File: src/sv/ordered_process_queue_assert.svh
// Assertion macros used by the ordered process queue sequencer.
`ifndef ORDERED_PROCESS_QUEUE_ASSERT_SVH
`define ORDERED_PROCESS_QUEUE_ASSERT_SVH

// Same-cycle implication, checked at every rising edge outside reset.
`define OPQ_ASSERT_IMPL(lbl, ante, cons, msg) \
  lbl: assert property (@(posedge clk_i) disable iff (!rst_ni) (ante) |-> (cons)) \
    else $error(msg);

// Next-cycle implication, checked at every rising edge outside reset.
`define OPQ_ASSERT_NEXT(lbl, ante, cons, msg) \
  lbl: assert property (@(posedge clk_i) disable iff (!rst_ni) (ante) |=> (cons)) \
    else $error(msg);

`endif

File: src/sv/opq_pkg.sv
// Package of types, codes and widths for the ordered process queue.
`default_nettype none

package opq_pkg;

  localparam int TIME_W     = 32;
  localparam int NAME_KEY_W = 64;
  localparam int TAG_IN_W   = 16;
  localparam int POS_W      = 4;
  localparam int FUNC_W     = 3;
  localparam int STATUS_W   = 2;
  localparam int CNT_OUT_W  = 5;
  // One-hot prefix step vector, wide enough for the largest capacity.
  localparam int STEP_MAX   = 8;

  localparam int CAPACITY_DEF   = 16;
  localparam int NAME_BYTES_DEF = 8;
  localparam int TAG_BITS_DEF   = 16;

  typedef enum logic [FUNC_W-1:0] {
    FN_APPEND = 3'd0,
    FN_INSERT = 3'd1,
    FN_POP    = 3'd2,
    FN_REMOVE = 3'd3,
    FN_READ   = 3'd4
  } opq_func_e;

  typedef enum logic [STATUS_W-1:0] {
    STAT_OK    = 2'd0,
    STAT_EMPTY = 2'd1,
    STAT_FULL  = 2'd2,
    STAT_RANGE = 2'd3
  } opq_status_e;

  typedef enum logic [1:0] {
    S_IDLE,
    S_CMP,
    S_PFX,
    S_APPLY
  } opq_state_e;

  // The to_tail bit makes the compare mark only the tail, as append needs.
  typedef struct packed {
    logic                cmp;
    logic                to_tail;
    logic                pfx;
    logic                ins;
    logic                del;
    logic [STEP_MAX-1:0] step_oh;
  } opq_cell_ctrl_t;

  typedef struct packed {
    logic load;
    logic emit;
  } opq_out_ctrl_t;

endpackage

`default_nettype wire

File: src/sv/opq_cell.sv
// One storage cell of the queue chain: an entry, its compare and its insert flag.
`default_nettype none

module opq_cell #(
  parameter int IDX     = 0,
  parameter int CNT_W   = 5,
  parameter int ENTRY_W = 144,
  parameter int KEY_W   = 128,
  parameter int LOG     = 4
) (
  input  wire                         clk_i,
  input  wire                         rst_ni,
  input  wire opq_pkg::opq_cell_ctrl_t ctrl_i,
  input  wire  [CNT_W-1:0]            count_i,
  input  wire  [opq_pkg::POS_W-1:0]   pos_i,
  input  wire  [ENTRY_W-1:0]          new_i,
  input  wire  [ENTRY_W-1:0]          prev_i,
  input  wire  [ENTRY_W-1:0]          next_i,
  input  wire  [LOG-1:0]              pfx_i,
  output logic [ENTRY_W-1:0]          ent_o,
  output logic                        flag_o
);

  localparam logic [CNT_W-1:0] IdxCnt = CNT_W'(IDX);

  logic [ENTRY_W-1:0] ent_q, ent_d;
  logic               flag_q, flag_d;
  logic               occupied;
  logic               at_tail;
  logic               precedes;

  assign occupied = IdxCnt < count_i;
  assign at_tail  = IdxCnt == count_i;
  // Service, arrival and name sit side by side, so one compare is lexicographic.
  assign precedes = ent_q[ENTRY_W-1 -: KEY_W] < new_i[ENTRY_W-1 -: KEY_W];

  always_comb begin
    flag_d = flag_q;
    if (ctrl_i.cmp) begin
      flag_d = (occupied & ~precedes & ~ctrl_i.to_tail) | at_tail;
    end else if (ctrl_i.pfx) begin
      flag_d = flag_q | (|(ctrl_i.step_oh[LOG-1:0] & pfx_i));
    end
  end

  always_comb begin
    ent_d = ent_q;
    if (ctrl_i.ins) begin
      if (pfx_i[0]) begin
        ent_d = prev_i;
      end else if (flag_q) begin
        ent_d = new_i;
      end
    end else if (ctrl_i.del) begin
      if (IdxCnt >= pos_i) begin
        ent_d = next_i;
      end
    end
  end

  always_ff @(posedge clk_i or negedge rst_ni) begin
    if (!rst_ni) begin
      flag_q <= 1'b0;
    end else begin
      flag_q <= flag_d;
    end
  end

  always_ff @(posedge clk_i) begin
    ent_q <= ent_d;
  end

  assign ent_o  = ent_q;
  assign flag_o = flag_q;

endmodule

`default_nettype wire

File: config.mk
export PLATFORM = sky130hd
export DESIGN_NAME = opq_cell
export DESIGN_NICKNAME = d
export VERILOG_FILES = /design/src/sv/ordered_process_queue_assert.svh /design/src/sv/opq_pkg.sv /design/src/sv/opq_cell.sv
export SDC_FILE = /design/constraint.sdc
export NUM_CORES = 1
export LEC_CHECK = 0
export BUFFER_PORTS_ARGS = -buffer_cell sky130_fd_sc_hd__buf_4
export CELL_PAD_IN_SITES_DETAIL_PLACEMENT = 0
export CELL_PAD_IN_SITES_GLOBAL_PLACEMENT = 1
export CORE_AREA = 10 10 226 228
export CTS_CLUSTER_DIAMETER = 30
export CTS_CLUSTER_SIZE = 8
export DETAILED_ROUTE_END_ITERATION = 10
export DIE_AREA = 0 0 236 238
export MAX_ROUTING_LAYER = met4
export PLACE_DENSITY_LB_ADDON = 0.1
export SYNTH_ARGS = -nofsm -noshare
export SYNTH_HDL_FRONTEND = slang
export SYNTH_SLANG_ARGS = --single-unit
File: constraint.sdc
create_clock -name clk_i -period 4.8 [get_ports clk_i]
set_input_delay 0.48 -clock clk_i [delete_from_list [all_inputs] [get_ports clk_i]]
set_output_delay 0.48 -clock clk_i [all_outputs]
set_load 0.005 [all_outputs]
==> summary.md <==
| Metric | Value |
|---|---|
| Status | complete, no violations |
| Share of layout cells above drive strength 1 | 38.1% |
| Die Y | 238 um |
| Area leader, netlist | edfxtp_1 |
| RSZ-0062 raised after global routing | false |
| CP endpoint kind | flip-flop |
| YS warnings | 0 |
| Synth-to-Final Area Change | 55.4% |
| Routed vias/inst | 4.41 |
| Global Route Usage Sum | 18.4% |
| Setup violations, final | 0 |
| Max-slew headroom | 33.9% |
| Site row count | 79 |
| Worst r2r src | ent_o[55]$_DFFE_PP_ |
| H-Tree Depth | 4 |
| Core area | 46400 um^2 |
| GR Util met2 | 31.4% |
| Post-Layout Inst Area | 16400 um^2 |
| Final worst path period share | 63.3% |
| GR Layer Usage met1 | 19.7% |
| Clk_lat worst skew | 0.49 ns |
| Vias in the first global route | 10869 |
| Setup Skew | 0.00550 ns |
| Synth area leaders | edfxtp_1 41%, ha_1 15%, mux2i_1 14% |
| Hold endpoint | ent_o[138]$_DFFE_PP_ |
| Async S/R FF share, synth | 0.690% |
| Most instantiated library cell after synthesis | a21oi_1 |
| First-pass GRT wire length | 74000 um |
| Worst hold path cell count | 3 |
| Mapped Cells | 1085 |
| Maximum clock insertion buffer count | 2 |
| GPL Wtd Cong | 0.804 |
| Dpl cell area | 15700 um^2 |
| Pins Over Slew Limit | 0 |
| Net count, final | 2251 |
| Final WL | 51700 um |
| Post-CTS setup buffers | 0 |
| Post-synth cell types | 42 |
| Die area | 56200 um^2 |
| IO buf count | 600 |
| Critical path type | reg -> reg |
| Sequential fraction of the synthesis area | 41.2% |
| Static Leak | 8.03 nW |
| Number of flops mapped to enable cells by yosys | 144 |
| CTS buffer count | 17 |
| Largest net degree at the start of global routing | 101 |
| DR WL/cell | 22.5 um |
| Min-Delay Path Class | in -> reg |
| Clock transition at path regs | 0.07 ns |
| R2R depth | 8 |
| Initial DRT Pass Iterations | 5 |
| Mapped Area | 10500 um^2 |
| Mapped Nets | 1672 |
| VDD IR-drop max | 0.000231 V |
| Reg2reg end | flag_o$_DFFE_PN0P_ |
| Synthesis-stage register bit count | 145 |
| Setup TNS | 0 ns |
| Drc violations | 0 |
| HP Start | next_i[138] |
| Vias | 10127 |
| I/O Pins | 605 |
| 1st-iter DRT viols | 343 |
| Starting Density | 22.7% |
| Worst EP arrival | 3.45 ns |
| Worst-Margin Slew | 0.992 ns |
| Routed Antenna Nets | 0 |
| Post-synth top cells | 184 x a21oi_1, 155 x nor2_1, 144 x edfxtp_1, 144 x mux2i_1, 130 x inv_1 |
| Gr busiest metal | met2 |
| Post-layout minimum cycle time | 3.04 ns |
| Max-cap violations | 0 |
| R2R setup slack | 1.76 ns |
| Mapped Avg Cell Area | 9.72 um^2 |
| Initial antenna violation count | 15 |
| Total chip power | 4.19 mW |
| Pwr/cell area | 256 nW/um^2 |
| CP max FO | 3 |
| Hpwl dp | 43200 um |
| Chip Width | 236 um |
| Crit path required time | 5.21 ns |
| Fmax | 329 MHz |
| Main synth FF type | edfxtp_1 |
| CTS tree | yes |
| Grt ovf | 0 |
| CTS Sinks | 145 |
| Met3 GRT Util | 6.50% |
| Root Buffer | clkbuf_16 |
| Endpoints failing hold | 0 |
| Post-synth top area share | 41.0% |
| Crit start category | flip-flop |
-- through the flow --
stage               util, %  setup WS, ns  hold WS (ns)  std cells
global route           35.3          1.52         0.286       2297
global placement       33.9          1.53         0.257       2251
floorplan                 -        -0.320         0.184       1085
detailed placement     33.9          1.50         0.258       2251
CTS                    35.3          1.68         0.257       2283
finish                 35.3          1.76         0.303       2298
-- worst max path at each step --
stage | from | to | slack (ns) | cells past startpoint
final | ent_o[55]$_DFFE_PP_ | flag_o$_DFFE_PN0P_ | 1.76 | 8
after global routing | ent_o[55]$_DFFE_PP_ | flag_o$_DFFE_PN0P_ | 1.52 | 8
after CTS | ent_o[55]$_DFFE_PP_ | flag_o$_DFFE_PN0P_ | 1.68 | 8
after detailed placement | new_i[55] | flag_o$_DFFE_PN0P_ | 1.50 | 10
after global placement | new_i[55] | flag_o$_DFFE_PN0P_ | 1.53 | 10
after floorplan | ctrl_i[9] | ent_o[0]$_DFFE_PP_ | -0.32 | 2
-- where the power goes --
group	internal, mW	total [mW]	switching (mW)
sequential	1.54	1.60	0.0632
clock	0.853	1.45	0.601
combinational	0.598	1.13	0.533
total	2.99	4.19	1.20
-- flip-flops by register name, summed over array words and instances, names as in the netlist --
name / cells
ent_o: 144
flag_o: 1
-- layout make-up --
class                   instances  area [um^2]
clock buffers                  17          425
diodes                         15         37.5
inverters                     130          488
flip-flops and latches        145         4350
well taps                     607          759
repair buffers                608         4610
clock inverters                14          171
fillers                      4855        30000
multi-input cells             762         5550
-- worst max-delay path, stage by stage (launching register included) --
cell       delay, ns
edfxtp_1        0.39
ha_1            0.34
nand4_1         0.12
or4_1           0.59
or4_1           0.45
or4_1           0.42
o2111ai_1       0.26
nand3_1         0.23
a21oi_1         0.17
-- layer usage --
metal / wire (um) / share of wire (%)
met1: 20700 / 40
met2: 26200 / 51
met3: 3780 / 7.3
met4: 973 / 1.9
met5: 0 / 0
-- what timing repair did --
| item | 4_1_cts | 5_1_grt |
|---|---|---|
| hold buffers | 1 | 0 |
| endpoints found under the setup margin | 0 | 0 |
| resized for setup | 0 | 0 |
| hold endpoints to repair | 1 | 0 |
-- logic make-up (layout without fill, tap and decap cells) --
| group | after synthesis | count (layout) | synth area share [%] |
|---|---|---|---|
| AOI/OAI and AO/OA | 258 | 258 | 13.8 |
| and+or+nand+nor | 233 | 233 | 9.85 |
| buffers and inverters | 178 | 769 | 6.34 |
| DFF | 145 | 145 | 41.2 |
| muxes | 144 | 144 | 13.7 |
| adders and majority gates | 127 | 127 | 15.1 |
| other | 0 | 15 | 0 |
-- cells in the final DEF, fill, tap and decap left out, types with 6 or more instances in the layout --
cell and n:
inv_1 130, mux2i_1 144, ha_1 127, diode_2 15, a21oi_1 184, nand3_1 8
clkbuf_16 17, o21ai_0 20, and4_1 8, nand4_1 23, a21o_1 18, nand2_1 21
a211oi_1 6, buf_4 603, nor2_1 155, edfxtp_1 144
Note: power is estimated with default switching activity, not from simulation.
