==> config.mk <==
export PLATFORM = sky130hd
export DESIGN_NAME = opq_ctrl
export DESIGN_NICKNAME = d
export VERILOG_FILES = /design/src/sv/opq_pkg.sv /design/src/sv/opq_ctrl.sv
export VERILOG_INCLUDE_DIRS = /design/src /design/src/sv
export SDC_FILE = /design/constraint.sdc
export NUM_CORES = 1
export LEC_CHECK = 0
export ABC_CLOCK_PERIOD_IN_PS = 3050
export BUFFER_PORTS_ARGS = -buffer_cell sky130_fd_sc_hd__buf_2
export CORE_UTILIZATION = 40
export DETAILED_ROUTE_END_ITERATION = 8
export GPL_ROUTABILITY_DRIVEN = 0
export PLACE_DENSITY = 0.75
export SETUP_SLACK_MARGIN = 0.5
export SYNTH_ARGS = -nofsm -noshare
export SYNTH_HDL_FRONTEND = slang
export SYNTH_SLANG_ARGS = --single-unit
==> constraint.sdc <==
create_clock -name clk_i -period 3.05 [get_ports clk_i]
set_clock_uncertainty 0.1 [all_clocks]
set_input_delay 0.4575 -clock clk_i [delete_from_list [all_inputs] [get_ports clk_i]]
set_output_delay 0.4575 -clock clk_i [all_outputs]
set_load 0.1 [all_outputs]
==> src/sv/ordered_process_queue_assert.svh <==
// Assertion macros used by the ordered process queue sequencer.
`ifndef ORDERED_PROCESS_QUEUE_ASSERT_SVH
`define ORDERED_PROCESS_QUEUE_ASSERT_SVH

// Same-cycle implication, checked at every rising edge outside reset.
`define OPQ_ASSERT_IMPL(lbl, ante, cons, msg) \
  lbl: assert property (@(posedge clk_i) disable iff (!rst_ni) (ante) |-> (cons)) \
    else $error(msg);

// Next-cycle implication, checked at every rising edge outside reset.
`define OPQ_ASSERT_NEXT(lbl, ante, cons, msg) \
  lbl: assert property (@(posedge clk_i) disable iff (!rst_ni) (ante) |=> (cons)) \
    else $error(msg);

`endif

==> src/sv/opq_pkg.sv <==
// Package of types, codes and widths for the ordered process queue.
`default_nettype none

package opq_pkg;

  localparam int TIME_W     = 32;
  localparam int NAME_KEY_W = 64;
  localparam int TAG_IN_W   = 16;
  localparam int POS_W      = 4;
  localparam int FUNC_W     = 3;
  localparam int STATUS_W   = 2;
  localparam int CNT_OUT_W  = 5;
  // One-hot prefix step vector, wide enough for the largest capacity.
  localparam int STEP_MAX   = 8;

  localparam int CAPACITY_DEF   = 16;
  localparam int NAME_BYTES_DEF = 8;
  localparam int TAG_BITS_DEF   = 16;

  typedef enum logic [FUNC_W-1:0] {
    FN_APPEND = 3'd0,
    FN_INSERT = 3'd1,
    FN_POP    = 3'd2,
    FN_REMOVE = 3'd3,
    FN_READ   = 3'd4
  } opq_func_e;

  typedef enum logic [STATUS_W-1:0] {
    STAT_OK    = 2'd0,
    STAT_EMPTY = 2'd1,
    STAT_FULL  = 2'd2,
    STAT_RANGE = 2'd3
  } opq_status_e;

  typedef enum logic [1:0] {
    S_IDLE,
    S_CMP,
    S_PFX,
    S_APPLY
  } opq_state_e;

  // The to_tail bit makes the compare mark only the tail, as append needs.
  typedef struct packed {
    logic                cmp;
    logic                to_tail;
    logic                pfx;
    logic                ins;
    logic                del;
    logic [STEP_MAX-1:0] step_oh;
  } opq_cell_ctrl_t;

  typedef struct packed {
    logic load;
    logic emit;
  } opq_out_ctrl_t;

endpackage

`default_nettype wire

==> src/sv/opq_ctrl.sv <==
// Sequencer of the queue: handshakes, entry count, status and cell commands.
`default_nettype none

module opq_ctrl #(
  parameter int CAPACITY = 16,
  parameter int CNT_W    = 5,
  parameter int LOG      = 4
) (
  input  wire                               clk_i,
  input  wire                               rst_ni,
  input  wire                               in_valid_i,
  output logic                              in_stall_o,
  input  wire  [opq_pkg::FUNC_W-1:0]        func_i,
  input  wire  [opq_pkg::POS_W-1:0]         position_i,
  output logic                              out_valid_o,
  input  wire                               out_stall_i,
  output logic [opq_pkg::STATUS_W-1:0]      status_o,
  output logic [opq_pkg::CNT_OUT_W-1:0]     entry_count_o,
  output logic [CNT_W-1:0]                  count_o,
  output logic [opq_pkg::POS_W-1:0]         sel_pos_o,
  output opq_pkg::opq_cell_ctrl_t           cell_ctrl_o,
  output opq_pkg::opq_out_ctrl_t            out_ctrl_o
);

  localparam logic [CNT_W-1:0] CapCnt = CNT_W'(CAPACITY);

  opq_pkg::opq_state_e               state_q, state_d;
  logic [opq_pkg::FUNC_W-1:0]        func_q;
  logic [opq_pkg::POS_W-1:0]         pos_q;
  logic [CNT_W-1:0]                  count_q, count_d, count_nx;
  logic [opq_pkg::STEP_MAX-1:0]      step_q, step_d;
  logic                              out_valid_q, out_valid_d;
  opq_pkg::opq_status_e              status_q, status_d, stat;
  logic [opq_pkg::CNT_OUT_W-1:0]     cnt_out_q, cnt_out_d;
  logic                              in_accept;
  logic                              full;
  logic                              empty;
  logic                              add_in;
  logic                              out_free;
  logic                              apply_go;
  logic                              ins_ok;
  logic                              del_ok;
  logic                              emit;
  logic [opq_pkg::POS_W-1:0]         sel_pos;

  assign in_accept = in_valid_i & (state_q == opq_pkg::S_IDLE);
  assign full      = count_q == CapCnt;
  assign empty     = count_q == '0;
  assign add_in    = (func_i == opq_pkg::FN_APPEND) || (func_i == opq_pkg::FN_INSERT);
  assign out_free  = ~out_valid_q | ~out_stall_i;

  // Next state.
  always_comb begin
    state_d = state_q;
    case (state_q)
      opq_pkg::S_IDLE: begin
        if (in_valid_i) begin
          state_d = (add_in && !full) ? opq_pkg::S_CMP : opq_pkg::S_APPLY;
        end
      end
      opq_pkg::S_CMP: begin
        state_d = opq_pkg::S_PFX;
      end
      opq_pkg::S_PFX: begin
        if (step_q[LOG-1]) begin
          state_d = opq_pkg::S_APPLY;
        end
      end
      opq_pkg::S_APPLY: begin
        if (out_free) begin
          state_d = opq_pkg::S_IDLE;
        end
      end
      default: begin
        state_d = opq_pkg::S_IDLE;
      end
    endcase
  end

  // Operation decode, evaluated against the stored count.
  always_comb begin
    stat     = opq_pkg::STAT_OK;
    ins_ok   = 1'b0;
    del_ok   = 1'b0;
    emit     = 1'b0;
    sel_pos  = pos_q;
    count_nx = count_q;
    case (opq_pkg::opq_func_e'(func_q))
      opq_pkg::FN_APPEND, opq_pkg::FN_INSERT: begin
        if (full) begin
          stat = opq_pkg::STAT_FULL;
        end else begin
          ins_ok   = 1'b1;
          count_nx = CNT_W'(count_q + 1'b1);
        end
      end
      opq_pkg::FN_POP: begin
        sel_pos = '0;
        if (empty) begin
          stat = opq_pkg::STAT_EMPTY;
        end else begin
          emit     = 1'b1;
          del_ok   = 1'b1;
          count_nx = CNT_W'(count_q - 1'b1);
        end
      end
      opq_pkg::FN_REMOVE, opq_pkg::FN_READ: begin
        if (empty) begin
          stat = opq_pkg::STAT_EMPTY;
        end else if (pos_q >= count_q) begin
          stat = opq_pkg::STAT_RANGE;
        end else begin
          emit = 1'b1;
          if (func_q == opq_pkg::FN_REMOVE) begin
            del_ok   = 1'b1;
            count_nx = CNT_W'(count_q - 1'b1);
          end
        end
      end
      default: begin
      end
    endcase
  end

  // Outputs toward the cells and the result register. An append marks only
  // the tail cell in the compare cycle, so the new entry lands at the end.
  always_comb begin
    apply_go            = (state_q == opq_pkg::S_APPLY) & out_free;
    cell_ctrl_o.cmp     = state_q == opq_pkg::S_CMP;
    cell_ctrl_o.to_tail = func_q == opq_pkg::FN_APPEND;
    cell_ctrl_o.pfx     = state_q == opq_pkg::S_PFX;
    cell_ctrl_o.ins     = apply_go & ins_ok;
    cell_ctrl_o.del     = apply_go & del_ok;
    cell_ctrl_o.step_oh = step_q;
    out_ctrl_o.load     = apply_go;
    out_ctrl_o.emit     = emit;
  end

  always_comb begin
    count_d     = apply_go ? count_nx : count_q;
    step_d      = step_q;
    if (state_q == opq_pkg::S_CMP) begin
      step_d = opq_pkg::STEP_MAX'(1);
    end else if (state_q == opq_pkg::S_PFX) begin
      step_d = step_q << 1;
    end
    out_valid_d = apply_go | (out_valid_q & out_stall_i);
    status_d    = apply_go ? stat : status_q;
    cnt_out_d   = apply_go ? opq_pkg::CNT_OUT_W'(count_nx) : cnt_out_q;
  end

  always_ff @(posedge clk_i or negedge rst_ni) begin
    if (!rst_ni) begin
      state_q     <= opq_pkg::S_IDLE;
      count_q     <= '0;
      step_q      <= '0;
      out_valid_q <= 1'b0;
    end else begin
      state_q     <= state_d;
      count_q     <= count_d;
      step_q      <= step_d;
      out_valid_q <= out_valid_d;
    end
  end

  always_ff @(posedge clk_i) begin
    if (in_accept) begin
      func_q <= func_i;
      pos_q  <= position_i;
    end
    status_q  <= status_d;
    cnt_out_q <= cnt_out_d;
  end

  assign in_stall_o    = state_q != opq_pkg::S_IDLE;
  assign out_valid_o   = out_valid_q;
  assign status_o      = status_q;
  assign entry_count_o = cnt_out_q;
  assign count_o       = count_q;
  assign sel_pos_o     = sel_pos;

`include "ordered_process_queue_assert.svh"

  `OPQ_ASSERT_IMPL(a_count_bound, 1'b1, count_q <= CapCnt, "entry count exceeds capacity")
  `OPQ_ASSERT_NEXT(a_accept_busy, in_accept, state_q != opq_pkg::S_IDLE, "accept left block idle")
  `OPQ_ASSERT_NEXT(a_count_hold, !apply_go, $stable(count_q), "count moved outside apply")
  `OPQ_ASSERT_NEXT(a_ins_grow, cell_ctrl_o.ins, count_q == $past(count_q) + 1'b1, "no growth")
  `OPQ_ASSERT_IMPL(a_ins_del_excl, 1'b1, !(cell_ctrl_o.ins && cell_ctrl_o.del), "insert and delete together")

endmodule

`default_nettype wire

==> results.md, run 1 <==
* Worst setup path start: count_o[0]
* Total Routing Usage GR at 18.9%
* Ys async rst share at a little over half
* Initial Util at 41.9%
* M2 GR Usage at between 30 and 40%
* Clock Sinks at 30
* Filler cells at roughly 380
* Number of vias per cell at between 5 and 6
* Status: finished, final reports clean
* Relative slew slack at about two thirds
* Met1 Usage GRT at a little under a quarter
* Drc violations at 0
* Top cells by area, synth: edfxtp_1 (23%), dfrtp_1 (22%), ha_1 (7.5%), o21ai_0 (4.4%), inv_1 (4.3%)
* Mux contribution to synthesized area at between 1 and 1.5%
* Antenna cell count at 0
* IO buf count at 43
* CTS Buffer Depth at 2
* Post-synth cell types at 46
* Most common cell in the netlist: inv_1
* Simple-gate share of the synthesized area at approximately 18%
* RSZ-0062 raised after global routing: yes
* Vias at 1728
* Cell total after placement at 282
* Critical Path End: cell_ctrl_o[8]
* Crit path time final at ~2.6 ns
* Largest net degree at the start of global routing at 17
* Area Growth Syn to Fin at 33.1%
* Max Clock Freq at slightly below 400 MHz
* Post-Synthesis Cells at around 190
* Worst r2r dst: status_o[1]
* Die area at between 4000 and 5000 um2
* Mapped Nets at 216
* Combinational family with the most area after synthesis: compound AO/OA/AOI/OAI gates
* Worst Hold Class: in2reg
* R2R depth at 14
* Placed cell areas at about 2100 um2
* Reg2reg start: count_o[2]
* DR iter-0 viols at between 150 and 200
* Clock slew seen by the registers of the worst setup and hold paths at roughly 0.070 ns
* Initial antenna violation count at 0
* Tightest Pin Transition at between 0.5 and 0.6 ns
* Register area share after synthesis at 44.7%
* Compound-Gate Fraction of Synth Area at about a fifth
* Finished Layout Cells at about 310
* Multi-input gate area at around 990 um2
* Post-DP HPWL at 3090 um
* DRT Pass-1 Iters at 4
* IO Pins at 44
* Final Routed Wirelength at around 4600 um
* Layout cells sized above 1 at ~40%
* Synth area leader: edfxtp_1
* Register area at approximately 830 um2
* Crit path max-delay family: simple AND/OR/NAND/NOR gates
* Die X at approximately 70 um
* CP cell instances: inv_4, ha_4, or3b_4, nor2_4, nor2_2, nand2_1, a21oi_4, buf_8
* CP peak stage delay at ~0.47 ns
* Root buf cell: clkbuf_8
* Synth cell count leaders: inv_1 (21), nand2_1 (18), dfrtp_1 (16), o21ai_0 (16), edfxtp_1 (14)
* Worst-Skew Late Latency at 0.28 ns
* Max Slew Vio Count at 0
* TritonCTS Buffers at 5
* Register bit total from synthesis at 30
* Synth top area share at 22.9%
* Req. time, crit path at about 2.5 ns
* TNS Setup at 0 ns
* Cell count along the critical path at 8
* Fin nets at about 280
* GRT overflow at 0
* Slowest CP cell: dfrtp_2
* GR met3 Demand/Resource at around 4.7%
* Max-Cap Viols at 0
* CTS tree: built
* Synth Flop Type: dfrtp_1
* Final-report hold violation count at 0
* Final period utilization at approximately 84%
* Critical Path AT at just under 2 ns
* Crit. End Element: output pin
* Reg2reg setup slack at 0.57 ns
* EDFF count, synth at 14
* Busiest grt layer: met2
* Core area at roughly 4400 um2
* Htree depth at 2
* Final setup violation count at 0
* First-pass GRT wire length at approximately 7300 um
* Crit Path Class: reg2out
* Mean Syn Cell Area at 9.46 um2
* Rows at 24
* CP max FO at 5
* Crit start category: flop
* DIE HEIGHT at approximately 70 um
* XOR/XNOR share of the synthesized area at 0.477%
* Synth Warn # at 0
* Synth Area in Adders at roughly 7.5%
* Fin area at around 2400 um2
* WHS at 0.251 ns
* Mapped Area at 1840 um2
* Antenna Nets Post-Route at 0
* Vias in the first global route at 1620
* DR WL/cell at 14.9 um
* Worst path bufs/invs at 2
==> layer usage <==
metal	share of wire [%]	routed length, um
met3	7.8	356
met4	2.1	97
met2	49	2220
met1	42	1900
met5	0	0
==> metrics by stage <==
| stage | util, % | setup WS, ns |
|---|---|---|
| 2_1_floorplan | - | 0.261 |
| 3_3_place_gp | 47.6 | 0.518 |
| 3_5_place_dp | 47.6 | 0.451 |
| 5_1_grt | 55.7 | 0.407 |
| 6_report | 55.7 | 0.498 |
| 4_1_cts | 52.9 | 0.505 |
==> worst min-delay path by stage <==
stage               from          to  slack [ns]  cells after the start
2_1_floorplan     rst_ni  count_o[0]        0.06                      0
3_3_place_gp      rst_ni  count_o[4]        0.29                      1
3_5_place_dp      rst_ni  count_o[4]        0.30                      1
4_1_cts        func_i[0]   func_q[0]        0.24                      1
5_1_grt        func_i[0]   func_q[0]        0.24                      1
6_report       func_i[0]   func_q[0]        0.25                      1
==> final cells by class <==
| type | instances | area share [%] |
|---|---|---|
| Sequential cell | 30 | 33.9 |
| Inverter | 21 | 3.53 |
| Clock buffer | 6 | 3.38 |
| Multi-Input combinational cell | 134 | 40.4 |
| Clock inverter | 2 | 0.461 |
| Timing Repair Buffer | 62 | 15.7 |
| Tap cell | 52 | 2.66 |
==> worst register-to-register path, cell delays in order (launching register included) <==
cell and delay (ns):
dfrtp_4 0.50, inv_4 0.08, ha_4 0.21, a21oi_4 0.14, o21ai_4 0.09, a21oi_2 0.20
buf_4 0.14, buf_4 0.09, buf_4 0.09, buf_4 0.10, buf_4 0.09, buf_4 0.11
nor2_4 0.03, a22oi_1 0.21, nor2_1 0.07
==> flip-flops by register name, summed over array words and instances, names as in the netlist <==
name	cells
pos_q	4
count_o	5
state_q	2
out_valid_o	1
entry_count_o	5
step_q	8
func_q	3
status_o	2
==> repair_timing <==
action | 4_1_cts | 5_1_grt
setup endpoints to repair | 3 | 8
resized for setup | 14 | 17
pin swaps | 3 | 3
setup buffers | 10 | 6
hold endpoints to repair | 13 | 0
hold buffers | 1 | 0
==> cells in the final DEF (no fill, tap or decap), drive strengths merged, types with 4 or more instances in the layout <==
master / count
dfrtp: 16
nand2: 19
and2: 5
inv: 22
a21oi: 11
buf: 60
ha: 11
nor3: 4
nand3: 10
o21ai: 19
clkbuf: 7
edfxtp: 14
nor2: 15
==> logic make-up (layout without fill, tap and decap cells) <==
kind of cell	Yosys count	in the layout
buffers and inverters	30	91
AOI/OAI and AO/OA	55	55
DFF	30	30
adders and majority gates	11	11
muxes	2	2
xor gates and xnor gates	1	1
and+or+nand+nor	65	65
Power of run 1 is not shown: default switching activity piles up to over one toggle a cycle in this logic, so the estimate is an artifact.
==> run 2: changes to the inputs <==
--- a/config.mk
+++ b/config.mk
@@ -6,12 +6,12 @@
 export SDC_FILE = /design/constraint.sdc
 export NUM_CORES = 1
 export LEC_CHECK = 0
-export ABC_CLOCK_PERIOD_IN_PS = 3050
+export ABC_CLOCK_PERIOD_IN_PS = 2300
 export BUFFER_PORTS_ARGS = -buffer_cell sky130_fd_sc_hd__buf_2
 export CORE_UTILIZATION = 40
 export DETAILED_ROUTE_END_ITERATION = 8
 export GPL_ROUTABILITY_DRIVEN = 0
-export PLACE_DENSITY = 0.75
+export PLACE_DENSITY = 0.77
 export SETUP_SLACK_MARGIN = 0.5
 export SYNTH_ARGS = -nofsm -noshare
 export SYNTH_HDL_FRONTEND = slang
==> constraint.sdc (replaced) <==
create_clock -name clk_i -period 2.3 [get_ports clk_i]
set_clock_uncertainty 0.1 [all_clocks]
set_input_delay 0.345 -clock clk_i [delete_from_list [all_inputs] [get_ports clk_i]]
set_output_delay 0.345 -clock clk_i [all_outputs]
set_load 0.1 [all_outputs]
==> run 2 against run 1 <==
- final area is 27% higher
- the flow now finishes with violations (setup timing)
- via count increased by 11%
- first-iteration DRC count fell by 8.6%
- critical path depth is the same
==> results.md, run 2 (synthesis gave the netlist of run 1 again) <==
* DR iter-0 viols at between 100 and 150
* Crit. End Element: output pin
* Die X at approximately 70 um
* CTS tree: built
* Final Routed Wirelength at 6420 um
* Critical Path AT at 1.97 ns
* Area Growth Syn to Fin at 69.4%
* Slowest CP cell: dfrtp_4
* Finished Layout Cells at 334
* Max Slew Vio Count at 0
* Htree depth at 2
* Crit Path Class: reg2out
* IO Pins at between 40 and 50
* TritonCTS Buffers at 5
* CP cell instances: inv_6, ha_4, or3b_4, nor2_4, nor2_4, nand2_2, a21oi_4, buf_12
* CTS Buffer Depth at 2
* Total Routing Usage GR at 24.6%
* Vias at about 1900
* IO buf count at 43
* Failing checks: setup timing
* Cell total after placement at ~290
* Hold endpoint: pos_q[2]
* Number of vias per cell at 5.74
* DRT Pass-1 Iters at 4
* Clock Sinks at 30
* Clock slew seen by the registers of the worst setup and hold paths at about 0.070 ns
* WHS Path Cells at 1
* CP most frequent cell: nor2_4
* DR WL/cell at slightly below 20 um
* CP peak stage delay at approximately 0.50 ns
* Core area at around 4400 um2
* Reg2reg setup slack at -0.05 ns
* First-pass GRT wire length at just over 9000 um
* Most common cell after layout, fill and taps aside: buf_4
* Commonest non-fill, non-tap cells in the layout: buf_4 (35), buf_2 (28), inv_1 (14), edfxtp_1 (14)
* Tightest Pin Transition at between 0.5 and 0.6 ns
* Hold Startpoint: position_i[2]
* Max-Cap Viols at 0
* Final-report hold violation count at 0
* Fin nets at 303
* Status: finished with violations
* DIE HEIGHT at around 70 um
* Post-DP HPWL at approximately 3200 um
* Worst-Skew Late Latency at slightly below 0.3 ns
* Die area at around 4900 um2
* Worst Hold Class: in2reg
* Drc violations at 0
* Req. time, crit path at ~1.9 ns
* Largest net degree at the start of global routing at 17
* Initial Util at a little over two fifths
* Largest Register: step_q
* Reg2reg start: count_o[2]
* CP max FO at 4
* Worst r2r dst: entry_count_o[0]
* Final setup violation count at 4
* Rows at 24
* Max reg flops at 8
* Relative slew slack at approximately two thirds
* Initial antenna violation count at 0
* Antenna cell count at 0
* Final Worst Setup Slack at -0.119 ns
* RSZ-0062 raised after global routing: yes
* R2R depth at 9
* GRT overflow at 0
* Max Clock Freq at just over 400 MHz
* Root buf cell: clkbuf_8
* Crit path time final at between 2 and 2.5 ns
* Antenna Nets Post-Route at 0
* Final period utilization at 105%
* Crit start category: flop
* Vias in the first global route at 1900
* Layout cells sized above 1 at around 60%
-- run 2: cell types whose count changed in the layout (fill, tap and decap cells not counted), moves of 4 or more --
cell and delta:
buf_4 +17, buf_2 -12, buf_6 +12, buf_12 +10, ha_1 -5, nand2_1 -5
o21ai_0 -5, and2_1 -4, and2_4 +4, dfrtp_4 +4, inv_1 -4, o21ai_1 +4
-- run 2: area by class of cell --
| class | count | area [um2] |
|---|---|---|
| fill | 277 | 1270 |
| multi-input combinational | 134 | 1230 |
| sequential | 30 | 842 |
| timing repair buffer | 89 | 778 |
| inverter | 21 | 100 |
| clock buffer | 6 | 82.6 |
| tap | 52 | 65.1 |
| clock inverter | 2 | 11.3 |
-- run 2: worst max-delay path by stage --
stage,startpoint,endpoint,slack [ns],depth (start not counted)
final,count_o[1],cell_ctrl_o[8],-0.12,8
after global routing,count_o[1],cell_ctrl_o[8],-0.18,8
after global placement,count_o[0],out_ctrl_o[0],0.09,7
after detailed placement,count_o[0],entry_count_o[0],0.05,7
after CTS,count_o[2],out_ctrl_o[0],-0.06,8
after floorplan,count_o[2],cell_ctrl_o[8],-0.21,7
-- run 2: critical path, delay by kind of cell, from the launching register on --
family          cells  cell delay, ns
flops               1            0.50
compound gates      1            0.04
buf+inv             2            0.26
simple gates        4            0.73
fa+ha+maj           1            0.14
-- run 2: what timing repair did --
item | in CTS | in global routing
setup endpoints to repair | 23 | 27
gates resized for setup | 73 | 40
setup buffers | 26 | 12
endpoints found under the hold margin | 16 | 0
pin swaps | 20 | 18
hold buffers | 1 | 0
-- run 2: metrics by stage --
step	cell area, um2	hold WS (ns)	util, %	setup TNS (ns)	setup WS [ns]
global route	3110	0.122	70.9	-0.582	-0.176
finish	3110	0.130	70.9	-0.293	-0.119
detailed placement	2260	0.182	51.6	0	0.0516
floorplan	1980	-0.0506	-	-0.276	-0.206
global placement	2260	0.181	51.6	0	0.0926
CTS	2830	0.128	64.6	-0.127	-0.0647
-- run 2: routing by layer --
layer	global-route usage, %	vias up	wire [um]
li1	-	857	-
met1	26.3	924	2390
met2	43.0	103	3250
met3	6.98	34	367
met4	14.0	0	420
met5	0	-	0
Power of run 2 is left out for the same reason.
==> run 3: changes to the inputs <==
==> constraint.sdc (replaced) <==
create_clock -name clk_i -period 2.3 [get_ports clk_i]
set_clock_uncertainty 0.1 [all_clocks]
set_input_delay 0.115 -clock clk_i [delete_from_list [all_inputs] [get_ports clk_i]]
set_output_delay 0.115 -clock clk_i [all_outputs]
set_load 0.1 [all_outputs]
==> run 3 against run 2 <==
- the run now ends clean
- final cell count decreased by 0.90%
- die area stayed put
- core utilization down 5.2 points
- register-to-register slack improved by 0.08 ns
- clock-buffer cell count is the same
- critical path type is now reg2reg
- largest cell class unchanged
==> results.md, run 3 (synthesis gave the netlist of run 1 again) <==
* TNS Setup at 0 ns
* WHS at 0.117 ns
* Status: finished, final reports clean
* CP max FO at 4
* Final setup violation count at 0
* Crit start category: flop
* Drc violations at 0
* GRT overflow at 0
* Total Routing Usage GR at 22.7%
* Vias in the first global route at between 1500 and 2000
* Slowest CP cell: dfrtp_4
* DIE HEIGHT at around 70 um
* Antenna Nets Post-Route at 0
* Crit Path Class: reg2reg
* Crit path max-delay family: simple AND/OR/NAND/NOR gates
* Area Growth Syn to Fin at 57.1%
* Hold Startpoint: out_stall_i
* TritonCTS Buffers at 5
* R2R depth at 9
* Htree depth at 2
* Req. time, crit path at between 2 and 2.5 ns
* Max reg flops at 8
* Rows at 24
* Layout cells sized above 1 at between 50 and 60%
* Max Clock Freq at 441 MHz
* Largest Register: step_q
* Commonest non-fill, non-tap cells in the layout: buf_2 (34), buf_4 (29), nand2_1 (15)
* DR iter-0 viols at ~120
* Most common cell after layout, fill and taps aside: buf_2
* Max Slew Vio Count at 0
* CP peak stage delay at roughly 0.53 ns
* Worst r2r dst: entry_count_o[1]
* Clock slew seen by the registers of the worst setup and hold paths at around 0.070 ns
* Tightest Pin Transition at a little over 0.5 ns
* Core area at about 4400 um2
* IO buf count at 43
* First-pass GRT wire length at slightly below 9000 um
* Relative slew slack at 66.6%
* DR WL/cell at between 15 and 20 um
* CTS tree: built
* WHS Path Cells at 4
* Critical Path End: entry_count_o[1]
* Reg2reg start: count_o[0]
* Reg2reg setup slack at approximately 0.031 ns
* CP cell instances: inv_4, ha_4, or3b_4, nor2_4, buf_6, o21ai_2, a22oi_1, o21a_1, nand2_1
* DRT Pass-1 Iters at 4
* CTS Buffer Depth at 2
* Clock Sinks at 30
* Worst path bufs/invs at 2
* Die area at between 4000 and 5000 um2
* Worst Hold Class: in2reg
* Cell count along the critical path at 9
* Worst setup path start: count_o[0]
* Crit. End Element: flop
* Root buf cell: clkbuf_8
* Final-report hold violation count at 0
* IO Pins at between 40 and 50
* Crit path time final at ~2.3 ns
* Initial antenna violation count at 0
* Critical Path AT at approximately 2.2 ns
* Final period utilization at 98.6%
* Initial Util at around two fifths
* Finished Core Util at approximately 66%
* Fin nets at 300
* Post-DP HPWL at approximately 3300 um
* Vias at roughly 1800
* RSZ-0062 raised after global routing: yes
* Final Routed Wirelength at 5910 um
* Die X at 69.7 um
* Max-Cap Viols at 0
* Largest net degree at the start of global routing at 17
* Number of vias per cell at about 5.6
* Antenna cell count at 0
* Worst-Skew Late Latency at 0.29 ns
## run 3: cell count changes in the layout (fill, tap and decap cells not counted), sizes merged
cell         previous run  this run
clkbuf                  8         7
buf                    86        76
dlygate4sd3             1         9
## run 3: layout make-up
cell class                      count  area (um2)
Clock buffer                        6        82.6
Inverter                           21        90.1
Clock inverter                      2        11.3
Tap cell                           52        65.1
Multi-Input combinational cell    134        1110
Fill cell                         322        1500
Sequential cell                    30         838
Timing Repair Buffer               86         684
## run 3: metrics by stage
stage / worst slack [ns] / cells / cell area (um2)
global route: -0.00937 / 331 / 2880
floorplan: -0.0523 / 194 / 1970
global placement: 0.0876 / 289 / 2270
finish: 0.0312 / 331 / 2880
CTS: 0.139 / 324 / 2710
detailed placement: 0.0680 / 289 / 2270
## run 3: how the worst min path moves through the flow
stage / endpoint / slack [ns]
after global placement: count_o[3] / -0.05
after floorplan: count_o[4] / -0.28
after CTS: state_q[1] / 0.13
final: state_q[0] / 0.12
after detailed placement: count_o[4] / -0.04
after global routing: state_q[1] / 0.16
## run 3: routing by layer
metal	up-vias	track usage [%]	routed length (um)
li1	850	-	-
met1	890	26.1	2320
met2	86	40.1	3040
met3	22	5.38	306
met4	0	10.0	238
met5	-	0	0
## run 3: worst register-to-register path, delay by kind of cell, from the launching register on
kind / cells / cell delay (ns)
fa+ha+maj: 1 / 0.13
buf+inv: 2 / 0.21
flops: 1 / 0.53
compound gates: 3 / 0.41
simple gates: 3 / 0.64
## run 3: what timing repair did
item                                    4_1_cts  5_1_grt
endpoints found under the setup margin       18       21
hold buffers                                  9        0
resized for setup                            34       30
pin swaps                                    16       16
hold endpoints to repair                     24        0
buffers inserted                             18        7
Power of run 3 is left out for the same reason.
